`src/rtl/rwh_pkg.sv`:
```
// Types, constants and codes shared by the WAV header parser modules.
package rwh_pkg;

  localparam logic [31:0] TagRiff = 32'h4646_4952;
  localparam logic [31:0] TagWave = 32'h4556_4157;
  localparam logic [31:0] TagFmt  = 32'h2074_6D66;
  localparam logic [31:0] TagData = 32'h6174_6164;

  localparam logic [5:0]  MinFileBytes = 6'd44;
  localparam logic [31:0] FmtMinLen    = 32'd16;
  localparam logic [31:0] FmtExtLen    = 32'd18;
  localparam int unsigned FmtBytes     = 18;
  localparam int unsigned FmtBits      = FmtBytes * 8;
  localparam logic [4:0]  ChdrLastOff  = 5'd7;
  localparam logic [4:0]  TagBytes     = 5'd4;

  localparam logic [15:0] FmtTagPcm   = 16'd1;
  localparam logic [15:0] FmtTagFloat = 16'd3;

  localparam logic [15:0] MaxChannelsReset  = 16'd64;
  localparam int unsigned QueueDepthDefault = 2;

  typedef enum logic [2:0] {
    PhHeader = 3'd0,
    PhChdr   = 3'd1,
    PhFmt    = 3'd2,
    PhData   = 3'd3,
    PhOther  = 3'd4,
    PhPad    = 3'd5,
    PhStop   = 3'd6
  } rwh_phase_e;

  typedef enum logic [1:0] {
    KindAudio  = 2'd0,
    KindFirst  = 2'd1,
    KindReport = 2'd2
  } rwh_kind_e;

  typedef enum logic [2:0] {
    StOk        = 3'd0,
    StShort     = 3'd1,
    StNotRiff   = 3'd2,
    StPastEnd   = 3'd3,
    StFmtShort  = 3'd4,
    StEncoding  = 3'd5,
    StBadValues = 3'd6,
    StMissing   = 3'd7
  } rwh_status_e;

  typedef struct packed {
    logic [7:0] in_byte;
    logic       in_last;
  } rwh_in_t;

  typedef struct packed {
    rwh_kind_e   kind;
    logic [7:0]  audio_byte;
    rwh_status_e status;
    logic [15:0] format_tag;
    logic [15:0] channels;
    logic [31:0] sample_rate;
    logic [31:0] byte_rate;
    logic [15:0] block_align;
    logic [15:0] bits_per_sample;
    logic [15:0] extra_size;
    logic        last;
  } rwh_out_t;

  // fmt payload bytes 0..17, little-endian: byte k sits at bits [8k+7:8k]
  typedef struct packed {
    logic [15:0] extra_size;
    logic [15:0] bits_per_sample;
    logic [15:0] block_align;
    logic [31:0] byte_rate;
    logic [31:0] sample_rate;
    logic [15:0] channels;
    logic [15:0] format_tag;
  } rwh_fmt_t;

  // Everything one input beat produces, queued as a single entry
  typedef struct packed {
    logic        has_audio;
    logic        audio_first;
    logic [7:0]  audio_byte;
    logic        has_report;
    rwh_status_e status;
    rwh_fmt_t    fmt;
  } rwh_entry_t;

endpackage

```
`src/rtl/rwh_parser.sv`:
```
// Byte-wise RIFF/WAVE parsing state and per-beat result generation.
module rwh_parser
  import rwh_pkg::*;
(
  input  logic        clk_i,
  input  logic        rst_ni,
  input  logic        in_fire_i,
  input  rwh_in_t     in_data_i,
  input  logic [15:0] max_channels_i,
  output logic        push_o,
  output rwh_entry_t  entry_o
);

  logic [5:0]         cnt_q, cnt_d;
  rwh_phase_e         phase_q, phase_d;
  logic [31:0]        tag_q, tag_d;
  logic [31:0]        len_q, len_d;
  logic [31:0]        left_q, left_d;
  logic [4:0]         off_q, off_d;
  logic [FmtBits-1:0] fmt_q, fmt_d;
  logic               found_fmt_q, found_fmt_d;
  logic               found_audio_q, found_audio_d;
  logic               hdr_ok_q, hdr_ok_d;
  rwh_status_e        err_q, err_d;

  logic               finish;
  rwh_status_e        fmt_err;
  rwh_status_e        rep_status;
  logic [7:0]         b;

  function automatic rwh_status_e check_fmt(rwh_fmt_t f, logic [31:0] len,
                                            logic [15:0] maxc);
    rwh_status_e r;
    r = StOk;
    if (len < FmtMinLen) begin
      r = StFmtShort;
    end else if (f.format_tag != FmtTagPcm && f.format_tag != FmtTagFloat) begin
      r = StEncoding;
    end else if (f.channels == '0 || f.channels > maxc ||
                 f.sample_rate == '0 || f.block_align == '0) begin
      r = StBadValues;
    end
    return r;
  endfunction

  assign b = in_data_i.in_byte;

  always_comb begin
    cnt_d         = cnt_q;
    phase_d       = phase_q;
    tag_d         = tag_q;
    len_d         = len_q;
    left_d        = left_q;
    off_d         = off_q;
    fmt_d         = fmt_q;
    found_fmt_d   = found_fmt_q;
    found_audio_d = found_audio_q;
    hdr_ok_d      = hdr_ok_q;
    err_d         = err_q;
    finish        = 1'b0;
    fmt_err       = StOk;
    rep_status    = StOk;
    entry_o       = '0;
    push_o        = 1'b0;

    if (in_fire_i) begin
      cnt_d = (cnt_q == '1) ? cnt_q : cnt_q + 6'd1;

      case (phase_q)
        PhHeader: begin
          tag_d = {b, tag_q[31:8]};
          if (cnt_q == 6'd3) begin
            hdr_ok_d = (tag_d == TagRiff);
          end
          if (cnt_q == 6'd11) begin
            if (hdr_ok_q && tag_d == TagWave) begin
              phase_d = PhChdr;
              off_d   = '0;
            end else begin
              hdr_ok_d = 1'b0;
              phase_d  = PhStop;
            end
          end
        end
        PhChdr: begin
          if (off_q < TagBytes) begin
            tag_d = {b, tag_q[31:8]};
          end else begin
            len_d = {b, len_q[31:8]};
          end
          off_d = off_q + 5'd1;
          if (off_q == ChdrLastOff) begin
            off_d  = '0;
            left_d = len_d;
            if (tag_q == TagFmt) begin
              fmt_d   = '0;
              phase_d = PhFmt;
            end else if (tag_q == TagData) begin
              found_audio_d = (len_d != '0);
              phase_d       = PhData;
            end else begin
              phase_d = PhOther;
            end
            finish = (len_d == '0);
          end
        end
        PhFmt: begin
          if (off_q < 5'(FmtBytes)) begin
            fmt_d[{off_q, 3'b000} +: 8] = b;
            off_d = off_q + 5'd1;
          end
          left_d = left_q - 32'd1;
          finish = (left_d == '0);
        end
        PhData: begin
          entry_o.has_audio   = 1'b1;
          entry_o.audio_first = (left_q == len_q);
          entry_o.audio_byte  = b;
          left_d = left_q - 32'd1;
          finish = (left_d == '0);
        end
        PhOther: begin
          left_d = left_q - 32'd1;
          finish = (left_d == '0);
        end
        PhPad: begin
          phase_d = PhChdr;
          off_d   = '0;
        end
        default: begin
        end
      endcase

      // Close the chunk: validate fmt, then skip the pad byte on odd lengths
      fmt_err = check_fmt(rwh_fmt_t'(fmt_d), len_d, max_channels_i);
      if (finish) begin
        if (phase_d == PhFmt && fmt_err != StOk) begin
          err_d   = fmt_err;
          phase_d = PhStop;
        end else begin
          if (phase_d == PhFmt) begin
            if (len_d < FmtExtLen) begin
              fmt_d[FmtBits-1 -: 16] = '0;
            end
            found_fmt_d = 1'b1;
          end
          off_d   = '0;
          phase_d = len_d[0] ? PhPad : PhChdr;
        end
      end

      if (in_data_i.in_last) begin
        if ((phase_d == PhFmt || phase_d == PhData || phase_d == PhOther) &&
            left_d != '0 && err_d == StOk) begin
          err_d = StPastEnd;
        end
        if (cnt_d < MinFileBytes) begin
          rep_status = StShort;
        end else if (!hdr_ok_d) begin
          rep_status = StNotRiff;
        end else if (err_d != StOk) begin
          rep_status = err_d;
        end else if (!found_fmt_d || !found_audio_d) begin
          rep_status = StMissing;
        end
        entry_o.has_report = 1'b1;
        entry_o.status     = rep_status;
        entry_o.fmt        = rwh_fmt_t'(fmt_d);

        // Return to the start-of-file state for the next run
        cnt_d         = '0;
        phase_d       = PhHeader;
        tag_d         = '0;
        len_d         = '0;
        left_d        = '0;
        off_d         = '0;
        fmt_d         = '0;
        found_fmt_d   = 1'b0;
        found_audio_d = 1'b0;
        hdr_ok_d      = 1'b0;
        err_d         = StOk;
      end

      push_o = entry_o.has_audio | entry_o.has_report;
    end
  end

  always_ff @(posedge clk_i or negedge rst_ni) begin
    if (!rst_ni) begin
      cnt_q         <= '0;
      phase_q       <= PhHeader;
      tag_q         <= '0;
      len_q         <= '0;
      left_q        <= '0;
      off_q         <= '0;
      fmt_q         <= '0;
      found_fmt_q   <= 1'b0;
      found_audio_q <= 1'b0;
      hdr_ok_q      <= 1'b0;
      err_q         <= StOk;
    end else begin
      cnt_q         <= cnt_d;
      phase_q       <= phase_d;
      tag_q         <= tag_d;
      len_q         <= len_d;
      left_q        <= left_d;
      off_q         <= off_d;
      fmt_q         <= fmt_d;
      found_fmt_q   <= found_fmt_d;
      found_audio_q <= found_audio_d;
      hdr_ok_q      <= hdr_ok_d;
      err_q         <= err_d;
    end
  end

endmodule

```
`src/rtl/rwh_fifo.sv`:
```
// Small result queue between the parser and the output serialiser.
module rwh_fifo
  import rwh_pkg::*;
#(
  parameter int unsigned Depth = QueueDepthDefault
) (
  input  logic       clk_i,
  input  logic       rst_ni,
  input  logic       push_i,
  input  rwh_entry_t entry_i,
  input  logic       pop_i,
  output logic       space_o,
  output logic       valid_o,
  output rwh_entry_t head_o
);

  localparam int unsigned PtrW = (Depth > 1) ? $clog2(Depth) : 1;
  localparam int unsigned CntW = $clog2(Depth + 1);

  rwh_entry_t          mem_q [Depth];
  logic [PtrW-1:0]     wr_ptr_q, wr_ptr_d;
  logic [PtrW-1:0]     rd_ptr_q, rd_ptr_d;
  logic [CntW-1:0]     count_q, count_d;

  assign space_o = (count_q < CntW'(Depth));
  assign valid_o = (count_q != '0);
  assign head_o  = mem_q[rd_ptr_q];

  always_comb begin
    wr_ptr_d = wr_ptr_q;
    rd_ptr_d = rd_ptr_q;
    // Wrap at the last entry so any depth works
    if (push_i) begin
      wr_ptr_d = (wr_ptr_q == PtrW'(Depth - 1)) ? '0 : wr_ptr_q + PtrW'(1);
    end
    if (pop_i) begin
      rd_ptr_d = (rd_ptr_q == PtrW'(Depth - 1)) ? '0 : rd_ptr_q + PtrW'(1);
    end
    count_d  = count_q;
    if (push_i && !pop_i) begin
      count_d = count_q + CntW'(1);
    end else if (pop_i && !push_i) begin
      count_d = count_q - CntW'(1);
    end
  end

  always_ff @(posedge clk_i) begin
    if (push_i) begin
      mem_q[wr_ptr_q] <= entry_i;
    end
  end

  always_ff @(posedge clk_i or negedge rst_ni) begin
    if (!rst_ni) begin
      wr_ptr_q <= '0;
      rd_ptr_q <= '0;
      count_q  <= '0;
    end else begin
      wr_ptr_q <= wr_ptr_d;
      rd_ptr_q <= rd_ptr_d;
      count_q  <= count_d;
    end
  end

endmodule

```
`src/rtl/rwh_emit.sv`:
```
// Output serialiser: turns a queued entry into one or two result beats.
module rwh_emit
  import rwh_pkg::*;
(
  input  logic       clk_i,
  input  logic       rst_ni,
  input  logic       valid_i,
  input  rwh_entry_t head_i,
  output logic       pop_o,
  output logic       out_valid_o,
  input  logic       out_ready_i,
  output rwh_out_t   out_data_o
);

  logic sub_q, sub_d;
  logic show_audio;
  logic final_beat;
  logic fire;

  assign show_audio  = head_i.has_audio && !sub_q;
  assign final_beat  = !(head_i.has_audio && head_i.has_report && !sub_q);
  assign out_valid_o = valid_i;
  assign fire        = valid_i && out_ready_i;
  assign pop_o       = fire && final_beat;

  always_comb begin
    sub_d = sub_q;
    if (fire) begin
      sub_d = !final_beat;
    end
  end

  always_comb begin
    out_data_o = '0;
    if (show_audio) begin
      out_data_o.kind       = head_i.audio_first ? KindFirst : KindAudio;
      out_data_o.audio_byte = head_i.audio_byte;
      out_data_o.status     = StOk;
    end else begin
      out_data_o.kind            = KindReport;
      out_data_o.status          = head_i.status;
      out_data_o.format_tag      = head_i.fmt.format_tag;
      out_data_o.channels        = head_i.fmt.channels;
      out_data_o.sample_rate     = head_i.fmt.sample_rate;
      out_data_o.byte_rate       = head_i.fmt.byte_rate;
      out_data_o.block_align     = head_i.fmt.block_align;
      out_data_o.bits_per_sample = head_i.fmt.bits_per_sample;
      out_data_o.extra_size      = head_i.fmt.extra_size;
      out_data_o.last            = 1'b1;
    end
  end

  always_ff @(posedge clk_i or negedge rst_ni) begin
    if (!rst_ni) begin
      sub_q <= 1'b0;
    end else begin
      sub_q <= sub_d;
    end
  end

endmodule

```
`src/rtl/riff_wave_header_parser.sv`:
```
// Top level of the streaming RIFF/WAVE header parser.
//
// Usage: feed the file one byte per beat on the in channel (in_byte, with
// in_last high on the final byte). Every byte of a data chunk comes back as
// one beat on the out channel (kind audio, or kind first for the opening
// byte of each data chunk). The final byte adds one report beat (kind
// report, last high) with the status and the captured fmt fields.
// Each result is registered in the result queue before it is offered.
// Throughput: one byte per cycle while the queue has room; a byte that yields
// both an audio beat and the report sends the audio beat first, then the report.
// The parser state advances in the accepting cycle; results wait in a
// QueueDepth-entry queue, so in_ready_o stays high while the queue has room
// even when the receiver stalls. A full queue drops in_ready_o.
// Reset: all parse state returns to the start of a file, the queue empties
// and max_channels returns to 64. After each report the parse state returns
// to the start of a file by itself.
// Configuration: cfg_data_i writes max_channels; the port always takes the
// beat, and writes belong between files.
module riff_wave_header_parser
  import rwh_pkg::*;
#(
  parameter int unsigned QueueDepth = QueueDepthDefault
) (
  input  logic        clk_i,
  input  logic        rst_ni,
  input  logic        in_valid_i,
  output logic        in_ready_o,
  input  rwh_in_t     in_data_i,
  output logic        out_valid_o,
  input  logic        out_ready_i,
  output rwh_out_t    out_data_o,
  input  logic        cfg_valid_i,
  output logic        cfg_ready_o,
  input  logic [15:0] cfg_data_i
);

  logic [15:0] max_ch_q, max_ch_d;
  logic        in_fire;
  logic        push;
  rwh_entry_t  entry;
  logic        q_space;
  logic        q_valid;
  rwh_entry_t  q_head;
  logic        pop;

  // Hold the channel limit; take a config beat whenever it comes
  assign cfg_ready_o = 1'b1;
  assign max_ch_d    = (cfg_valid_i && cfg_ready_o) ? cfg_data_i : max_ch_q;

  always_ff @(posedge clk_i or negedge rst_ni) begin
    if (!rst_ni) begin
      max_ch_q <= MaxChannelsReset;
    end else begin
      max_ch_q <= max_ch_d;
    end
  end

  // Accept a byte whenever the result queue can hold one more entry
  assign in_ready_o = q_space;
  assign in_fire    = in_valid_i && in_ready_o;

  rwh_parser u_parser (
    .clk_i          (clk_i),
    .rst_ni         (rst_ni),
    .in_fire_i      (in_fire),
    .in_data_i      (in_data_i),
    .max_channels_i (max_ch_q),
    .push_o         (push),
    .entry_o        (entry)
  );

  rwh_fifo #(
    .Depth (QueueDepth)
  ) u_fifo (
    .clk_i   (clk_i),
    .rst_ni  (rst_ni),
    .push_i  (push),
    .entry_i (entry),
    .pop_i   (pop),
    .space_o (q_space),
    .valid_o (q_valid),
    .head_o  (q_head)
  );

  // Split an entry into its audio beat and report beat
  rwh_emit u_emit (
    .clk_i       (clk_i),
    .rst_ni      (rst_ni),
    .valid_i     (q_valid),
    .head_i      (q_head),
    .pop_o       (pop),
    .out_valid_o (out_valid_o),
    .out_ready_i (out_ready_i),
    .out_data_o  (out_data_o)
  );

endmodule

```
`config.mk`:
```
export PLATFORM = sky130hd
export DESIGN_NAME = riff_wave_header_parser
export DESIGN_NICKNAME = d
export VERILOG_FILES = /design/src/rtl/rwh_pkg.sv /design/src/rtl/rwh_parser.sv /design/src/rtl/rwh_fifo.sv /design/src/rtl/rwh_emit.sv /design/src/rtl/riff_wave_header_parser.sv
export SDC_FILE = /design/constraint.sdc
export NUM_CORES = 1
export LEC_CHECK = 0
export ABC_AREA = 1
export BUFFER_PORTS_ARGS = -buffer_cell sky130_fd_sc_hd__buf_2
export CAP_MARGIN = 20
export CELL_PAD_IN_SITES_DETAIL_PLACEMENT = 1
export CELL_PAD_IN_SITES_GLOBAL_PLACEMENT = 1
export CORE_MARGIN = 3
export CORE_UTILIZATION = 46
export CTS_BUF_LIST = sky130_fd_sc_hd__clkbuf_16
export CTS_CLUSTER_DIAMETER = 30
export DETAILED_ROUTE_END_ITERATION = 8
export GPL_ROUTABILITY_DRIVEN = 1
export PLACE_DENSITY = 0.85
export SLEW_MARGIN = 20
export SYNTH_ARGS = -nofsm -noshare
export SYNTH_HDL_FRONTEND = slang
export SYNTH_SLANG_ARGS = --single-unit
export TNS_END_PERCENT = 1
```
`constraint.sdc`:
```
create_clock -name clk_i -period 9.8 [get_ports clk_i]
set_input_delay 1.96 -clock clk_i [delete_from_list [all_inputs] [get_ports clk_i]]
set_output_delay 1.96 -clock clk_i [all_outputs]
set_load 0.03 [all_outputs]
```
-- After elaboration in Yosys (flattened, before gate mapping)
Memories as Yosys holds them, arrays and structs flattened.
Cells that the tools add are included.
- bits in registers: 281
- memory bits (writable): 316
- bits of input ports: 30
- output and inout bits: 161
- memories kept: 1
- memories (name ; words ; width ; read ports ; clocked after Yosys merged registers in ; write ports ; line ; text):
    u_fifo.mem_q ; 2 ; 158 ; 1 ; 0 ; 1 ; rwh_fifo.sv:20 ; rwh_entry_t mem_q [Depth];
- add/subtract/negate cells: 8
- order comparisons: 7
- eq/ne operators: 21
- shift operators: 2
- muxes and demuxes: 98
- bitwise logic cells: 1
- reduce and logical (&&, ||, !) cells: 41
- operators with widths (cell ; number):
    $mux W144 ; 5
    $mux W32 ; 11
    $mux W148 ; 2
    $pmux W144 S2 ; 1
    $mux W158 ; 1
    $mux W145 ; 1
    $bwmux W144 ; 1
    $shift A8 B10 Y144 const A ; 1
    $shiftx A8 B10 Y144 ; 1
    $pmux W32 S2 ; 2
    $eq A32 B31 Y1 const B ; 3
    $logic_not A32 Y1 ; 3
    $mux W3 ; 27
    $lt A32 B5 Y1 const B ; 2
    $mux W16 ; 4
    $reduce_bool A32 Y1 ; 2
    $mux W5 ; 7
    $eq A32 B30 Y1 const B ; 1
    $eq A32 B32 Y1 ; 1
    $logic_not A16 Y1 ; 2
    $sub A32 B1 Y32 const B ; 1
    $mux W1 ; 25
    $mux W10 ; 2
    $pmux W5 S4 ; 1
    35 further kinds ; 71

-- Longest topological paths before layout
Gate-level depths: netlist of the first run.
- depth after elaboration: 39
- mapped depth: 35

-- Cells and area by module
A second synthesis of the first run with hierarchy kept.
- cells, all modules: 3757
- area, all modules: 32810.2 sq um
- by module, submodules not included (module ; instances ; cells an instance ; area an instance (sq um) ; seq. area each (sq um)):
    rwh_parser ; 1 ; 2827 ; 18748.0 ; 6506.2
    rwh_fifo ; 1 ; 516 ; 12027.8 ; 9589.2
    rwh_emit ; 1 ; 342 ; 1370.1 ; 25.0
    riff_wave_header_parser ; 1 ; 72 ; 664.4 ; 401.6

-- Worst setup path before layout of the first run
No wires, ideal clock.
- kind: input to register
- from: input port in_valid_i
- to: memory u_fifo.mem_q[1][0] (netlist name) (enable)
- setup time: 680 ps
- arrival: 9284 ps
- data required time: 9120 ps
- slack: -164 ps
- cell stages on the path: 7
- path through: nand2_1 -> clkbuf_1 -> inv_1 -> nand2_1 -> inv_1 -> nor2_1 -> nor2_1
- word-level cells in the longest chain between the ends: 4
- RTL lines (what ; line ; text):
    from (decl) ; riff_wave_header_parser.sv:26 ; input logic in_valid_i,
    $logic_and A1 B1 Y1 ; riff_wave_header_parser.sv:60 ; assign in_fire = in_valid_i && in_ready_o;
    $mux W1 ; rwh_parser.sv:66 ; if (in_fire_i) begin
    $mux W1 ; rwh_fifo.sv:48 ; if (push_i) begin
    $mux W1 (implied by the code) ; rwh_fifo.sv:49 ; mem_q[wr_ptr_q] <= entry_i;
    to (decl) ; rwh_fifo.sv:20 ;
No other way between the ends.

==> flow_summary.yaml, run 1 <==
logic_synthesis:
  synth_compound_area_share_pct: 11.2
  synth-seq-cells: 597
  synth_mux_area_share_pct: 0.101
  synth_area_leaders: "edfxtp_1, dfrtp_1, nand2_1"
  syn_nets: 4130
  synth_top_family_by_area: "simple AND/OR/NAND/NOR gates"
  ys_seq_area_share_pct: 51.3
  yosysWarnings: 0
  syn_area_um2: 32200
  yosys.cell_types.count: 64
  yosys.area.top_type_share_pct: 29.4
  yosys.area_share.adder_pct: 0.971
  synth_xor_xnor_area_share_pct: 0.843
  syn_inst: 4075
  yosys.area.top_type: "edfxtp_1"
  avgSynthCellArea_um2: 7.91
  synth-main-ff-cell: "edfxtp_1"
  yosys.area_share.simple_pct: 26.4
  async_flop_share_pct: 47.1
  synth_edf_count: 316
power_and_ir_drop:
  leakage_uw: 0.0178
  total_power_uw: 13700
  vdd_drop_max_mv: 0.181
  powerDensity_nw_per_um2: 359
route:
  drc: 0
  drt_iter0_drc: 3328
  viasPerCell: 5.89
  firstDrtPassIters: 8
  postRouteAntennaNets: 0
  routedWlPerCell_um: 23.8
  routed_wl_um: 126000
  via_count: 31100
sta:
  drv_slew: 0
  min_period_ns: 6.30
  tightestPinTransition_ns: 1.18
  finalHoldViolations: 0
  rsz0062_at_grt: "false"
  finalSetupViolCount: 0
  fin_skew_ns: 0.0367
  period_share_pct: 64.3
  slew-limit-headroom_pct: 21.4
  fmax_mhz: 159
placed_design:
  place_hpwl_um: 79900
  place_congestion: 0.988
  dpl_cell_area_um2: 33700
  port_buffers: 189
grt:
  grt_pass1_vias: 31800
  grt.overflow.total: 0
  grt.total_usage_pct: 33.9
  grt_max_degree: 154
  grt_first_pass_wirelength_um: 193000
  grt_antenna_before_repair: 2
floorplanning:
  fp.dieW_um: 271
  rows: 96
  coreArea_um2: 68900
  dieArea_um2: 73300
  die_h_um: 271
  start_util_pct: 46.7
  io_pins: 191
critical_path:
  path_class: "flop to flop"
  rr_worst_depth: 25
  slowest_delay_ns: 0.83
  cp.arrival_ns: 6.73
  crit_path_frequent_cell: "nand2_1"
  worst-path-max-fanout: 26
  cp.required_ns: 10.23
  worstSetupStartpointType: "flop"
  cp_slowest_cell: "dfrtp_1"
  endpoint_kind: "flop"
clocking:
  cts_sinks: 597
  cts_tree: "built"
  clkSlewWorstSetupHoldPaths_ns: 0.04
  cts_setup_buffers: 0
  h-tree-depth: 4
  cts_hold_buf: 0
  insertion_delay_ns: 0.74
  cts_buffer_depth: 3
  cts_buffers: 139
  cts_resized: 0
  root_buffer: "clkbuf_16"
final_layout:
  n_antenna_cell: 0
  drive_gt1_share_pct: 12.5
  final_area_um2: 38300
  nFillCells: 8255
  final_nets: 4282
  seqCellArea_um2: 16500
  area.growth.synth_to_final_pct: 18.8
  multi_input_area_um2: 12800
flow_run:
  cap_violations: 0
worst_hold_path:
  holdPathStages: 1
  hold_class: "flop to flop"
status:
  status: "completed"
[sequential cells by signal, indices dropped and copies added (netlist names)]
signal,flops
u_parser.left_q,32
u_fifo.wr_ptr_q,1
u_parser.tag_q,32
u_parser.phase_q,3
u_parser.err_q,3
u_parser.found_audio_q,1
u_parser.len_q,32
u_emit.sub_q,1
u_parser.fmt_q,144
u_fifo.mem_q,316
u_parser.cnt_q,6
u_parser.off_q,5
u_fifo.count_q,2
max_ch_q,16
u_fifo.rd_ptr_q,1
u_parser.hdr_ok_q,1
u_parser.found_fmt_q,1
[Yosys cell counts (11+ instances only)]
library cell / number
buf_2: 26
o22ai_1: 199
nand3_2: 14
clkbuf_1: 154
a21oi_1: 88
ha_1: 25
nand2_2: 22
nor3_1: 38
dfrtp_1: 280
buf_6: 11
inv_1: 517
edfxtp_1: 316
nand3_1: 135
o21ai_0: 210
a22oi_1: 19
inv_2: 21
a221oi_1: 21
nor2_1: 431
nand2_1: 1290
nor4_1: 25
xor2_1: 24
nand4_1: 61
nor2_2: 12
[per-stage QoR]
stage | cells | TNS [ns] | worst slack [ns] | hold slack [ns] | util [%]
global route | 5275 | 0 | 3.12 | 0.508 | 55.5
finish | 5275 | 0 | 3.50 | 0.483 | 55.5
floorplan | 4075 | -22.37 | -0.142 | 0.446 | -
global placement | 5017 | 0 | 3.83 | 0.461 | 48.9
CTS | 5275 | 0 | 3.75 | 0.484 | 55.5
detailed placement | 5017 | 0 | 3.74 | 0.476 | 48.9
[cell usage in the layout, fill, tap and decap left out, types with 11 or more instances in the layout]
cell type / count
clkinv_2: 23
nand4_1: 61
nor3_1: 38
o22ai_1: 199
o21ai_0: 210
edfxtp_1: 316
a22oi_1: 19
nand3_2: 14
inv_2: 22
a221oi_1: 21
nand2_1: 1289
inv_4: 12
clkinv_1: 27
nor2_2: 13
clkinvlp_4: 11
buf_2: 188
dfrtp_1: 279
xor2_1: 24
nand3_1: 135
ha_1: 25
inv_1: 538
buf_4: 23
clkbuf_16: 144
nand2_2: 22
bufinv_16: 11
nor4_1: 25
a21oi_1: 88
nor2_1: 428
[kinds of logic after synthesis]
kind of cell	after synthesis
other	1
and+or+nand+nor	2060
DFF	597
buffers and inverters	753
xor gates and xnor gates	31
muxes	3
AOI/OAI and AO/OA	605
adders and majority gates	25
[path summary, 6_finish.rpt]
check | endpoint | startpoint | slack, ns
max | u_fifo.mem_q[1][131] | u_parser.off_q[0] | 3.50
min | u_fifo.count_q[0] | u_fifo.count_q[0] | 0.48
max reg2reg | u_fifo.mem_q[1][131] | u_parser.off_q[0] | 3.50
min reg2reg | u_fifo.count_q[0] | u_fifo.count_q[0] | 0.48
max in group asynchronous | u_fifo.rd_ptr_q | rst_ni | 7.18
min in group asynchronous | u_parser.left_q[9] | rst_ni | 1.22
[power by group]
group	switching, uW	internal, uW	total [uW]
Sequential	265	2930	3190
Clock	1560	2950	4510
Combinational	4600	1430	6030
[critical path, delay by kind of cell (launching register included)]
kind,cells,cell delay (ns)
adders and majority gates,2,0.52
DFF,1,0.83
AOI/OAI and AO/OA,2,0.51
buffers and inverters,4,0.73
and+or+nand+nor,17,3.42
[per-layer routing]
metal / GRT usage (%) / share of wire, % / vias to the layer above
met5: 0 / 0.019 / -
met4: 14.4 / 4.2 / 4
met3: 6.32 / 8.4 / 344
met2: 53.5 / 46 / 1641
met1: 45.9 / 42 / 15400
li1: - / - / 13700
[cell type report]
cell class / count / share of cell area [%]
Tap cell: 931 / 3.04
Sequential cell: 597 / 43.2
Clock buffer: 144 / 9.41
Timing Repair Buffer: 215 / 3.11
Inverter: 549 / 5.45
Multi-Input combinational cell: 2725 / 33.3
Clock inverter: 114 / 2.50
Power figures use the tool's default switching activity.
==> run 2: changes to the inputs <==
- CORE_UTILIZATION: 46 -> 42
- PLACE_DENSITY: 0.85 -> 0.82
- clock period: 9.8 -> 5.4 ns (I/O delays scaled with it)
==> run 2 against run 1 <==
Routed wire length down 0.72%. Clock power up 86%. Combinational power up 86%. Global-route usage down 3.3 points. Clock-buffer cell count down 2. Total power up 84%. Largest power group unchanged. Flip-flop and latch count unchanged. Critical path type unchanged. Hold slack worse by 0.13 ns. Setup slack worse by 3.2 ns. Via count down 1.1%. Utilization down 3.7 points.
==> flow_summary.yaml, run 2 (same netlist as run 1, synthesis figures left out) <==
placed_design:
  place_inst: 5148
  place_hpwl_um: 83000
  port_buffers: 189
  place_congestion: 0.998
sta:
  fin_skew_ns: 0.0291
  fin_tns_setup_ns: 0
  min_period_ns: 5.07
  drv_slew: 0
  rsz0062_at_grt: "false"
  period_share_pct: 93.8
  finalHoldViolations: 0
  tightestPinTransition_ns: 1.06
  fmax_mhz: 197
  finalSetupViolCount: 0
  slew-limit-headroom_pct: 28.7
route:
  routed_wl_um: 125000
  drt_iter0_drc: 3026
  firstDrtPassIters: 5
  drc: 0
  via_count: 30700
  postRouteAntennaNets: 0
  routedWlPerCell_um: 23.0
  viasPerCell: 5.68
grt:
  grt.overflow.total: 0
  grt_max_degree: 147
  grt_antenna_before_repair: 5
  grt_first_pass_wirelength_um: 191000
  grt_pass1_vias: 31800
  grt.total_usage_pct: 30.5
power_and_ir_drop:
  total_power_uw: 25300
  leakage_uw: 0.0180
  vdd_drop_max_mv: 0.366
  powerDensity_nw_per_um2: 650
clocking:
  cts_tree: "built"
  cts_hold_buf: 0
  h-tree-depth: 4
  cts_buffer_depth: 3
  root_buffer: "clkbuf_16"
  insertion_delay_ns: 0.74
  cts_buffers: 139
  cts_sinks: 597
  clkSlewWorstSetupHoldPaths_ns: 0.05
critical_path:
  endpoint_kind: "flop"
  r2r_end: "u_fifo.mem_q[0][146]"
  worstSetupStartpointType: "flop"
  crit_path_frequent_cell: "nand2_1"
  critical-path-top-delay-family: "simple AND/OR/NAND/NOR gates"
  path_class: "flop to flop"
  r2r_start: "u_parser.off_q[1]"
  cp.arrival_ns: 5.61
  rr_worst_depth: 32
  cp.required_ns: 5.95
  r2r_slack_ns: 0.33
  crit_buf_inv: 4
  worst-path-max-fanout: 15
  cp_slowest_cell: "dfrtp_1"
  slowest_delay_ns: 0.47
final_layout:
  area.growth.synth_to_final_pct: 20.9
  top_register: "u_fifo.mem_q"
  reg.largest.list: "u_fifo.mem_q: 316 flops, u_parser.fmt_q: 144 flops"
  fin_cells: 5410
  multi_input_area_um2: 12800
  mostFrequentLayoutCell: "nand2_1"
  layout_common_cells: "nand2_1, inv_1, nor2_1"
  final_nets: 4326
  nFillCells: 8947
  largest_reg_flops: 316
  seqCellArea_um2: 16500
  drive_gt1_share_pct: 13.7
floorplanning:
  die_h_um: 283
  io_pins: 191
  coreArea_um2: 75200
  fp.dieW_um: 283
  start_util_pct: 42.9
  rows: 100
  dieArea_um2: 80100
flow_run:
  cap_violations: 0
status:
  status: "completed"
worst_hold_path:
  hold_class: "input pin to async pin"
run 2: repair_timing:
item / in CTS / in global routing
setup endpoints to repair: 0 / 51
setup buffers: 0 / 1
gates resized for setup: 0 / 4
run 2: worst max path at each step:
| stage | depth (start not counted) | endpoint | from |
|---|---|---|---|
| after CTS | 27 | u_fifo.mem_q[0][128] | u_parser.off_q[1] |
| final | 32 | u_fifo.mem_q[0][146] | u_parser.off_q[1] |
| after global routing | 33 | u_fifo.mem_q[0][146] | u_parser.off_q[1] |
| after detailed placement | 27 | u_fifo.mem_q[0][134] | u_parser.off_q[1] |
| after global placement | 27 | u_fifo.mem_q[0][129] | u_parser.off_q[1] |
| after floorplan | 7 | u_fifo.mem_q[1][0] | in_valid_i |
run 2: area by class of cell:
class	count	area share (%)
timing repair buffer	259	4.19
clock buffer	142	9.12
multi-input combinational	2725	32.8
clock inverter	115	2.83
tap	1020	3.28
antenna	3	0.0193
sequential	597	42.4
inverter	549	5.37
run 2: report_power, final:
group	internal, uW	switching (uW)
clock network	5500	2870
registers	5310	452
logic	2770	8410
run 2: through the flow:
step | setup slack (ns) | hold WS [ns] | area (um2) | utilization [%]
after floorplan | -1.01 | 0.446 | 32200 | -
after global placement | 0.487 | 0.463 | 34300 | 45.6
after detailed placement | 0.395 | 0.474 | 34300 | 45.6
after CTS | 0.170 | 0.374 | 38900 | 51.7
after global routing | 0.0845 | 0.387 | 38900 | 51.8
final | 0.334 | 0.349 | 38900 | 51.8
run 2: worst reg2reg max path, delay by kind of cell, from the launching register on:
family,cells,cell delay [ns]
and+or+nand+nor,24,2.84
buffers and inverters,4,0.53
adders and majority gates,2,0.56
DFF,1,0.47
AOI/OAI and AO/OA,2,0.50
run 2: per-layer routing:
metal  share of wire (%)  global-route usage, %  vias up
li1                    -                      -    13800
met2                  46                   48.5     1474
met3                 8.6                   6.75      299
met5               0.025                      0        -
met4                 3.9                   12.3        4
met1                  42                   40.6    15200
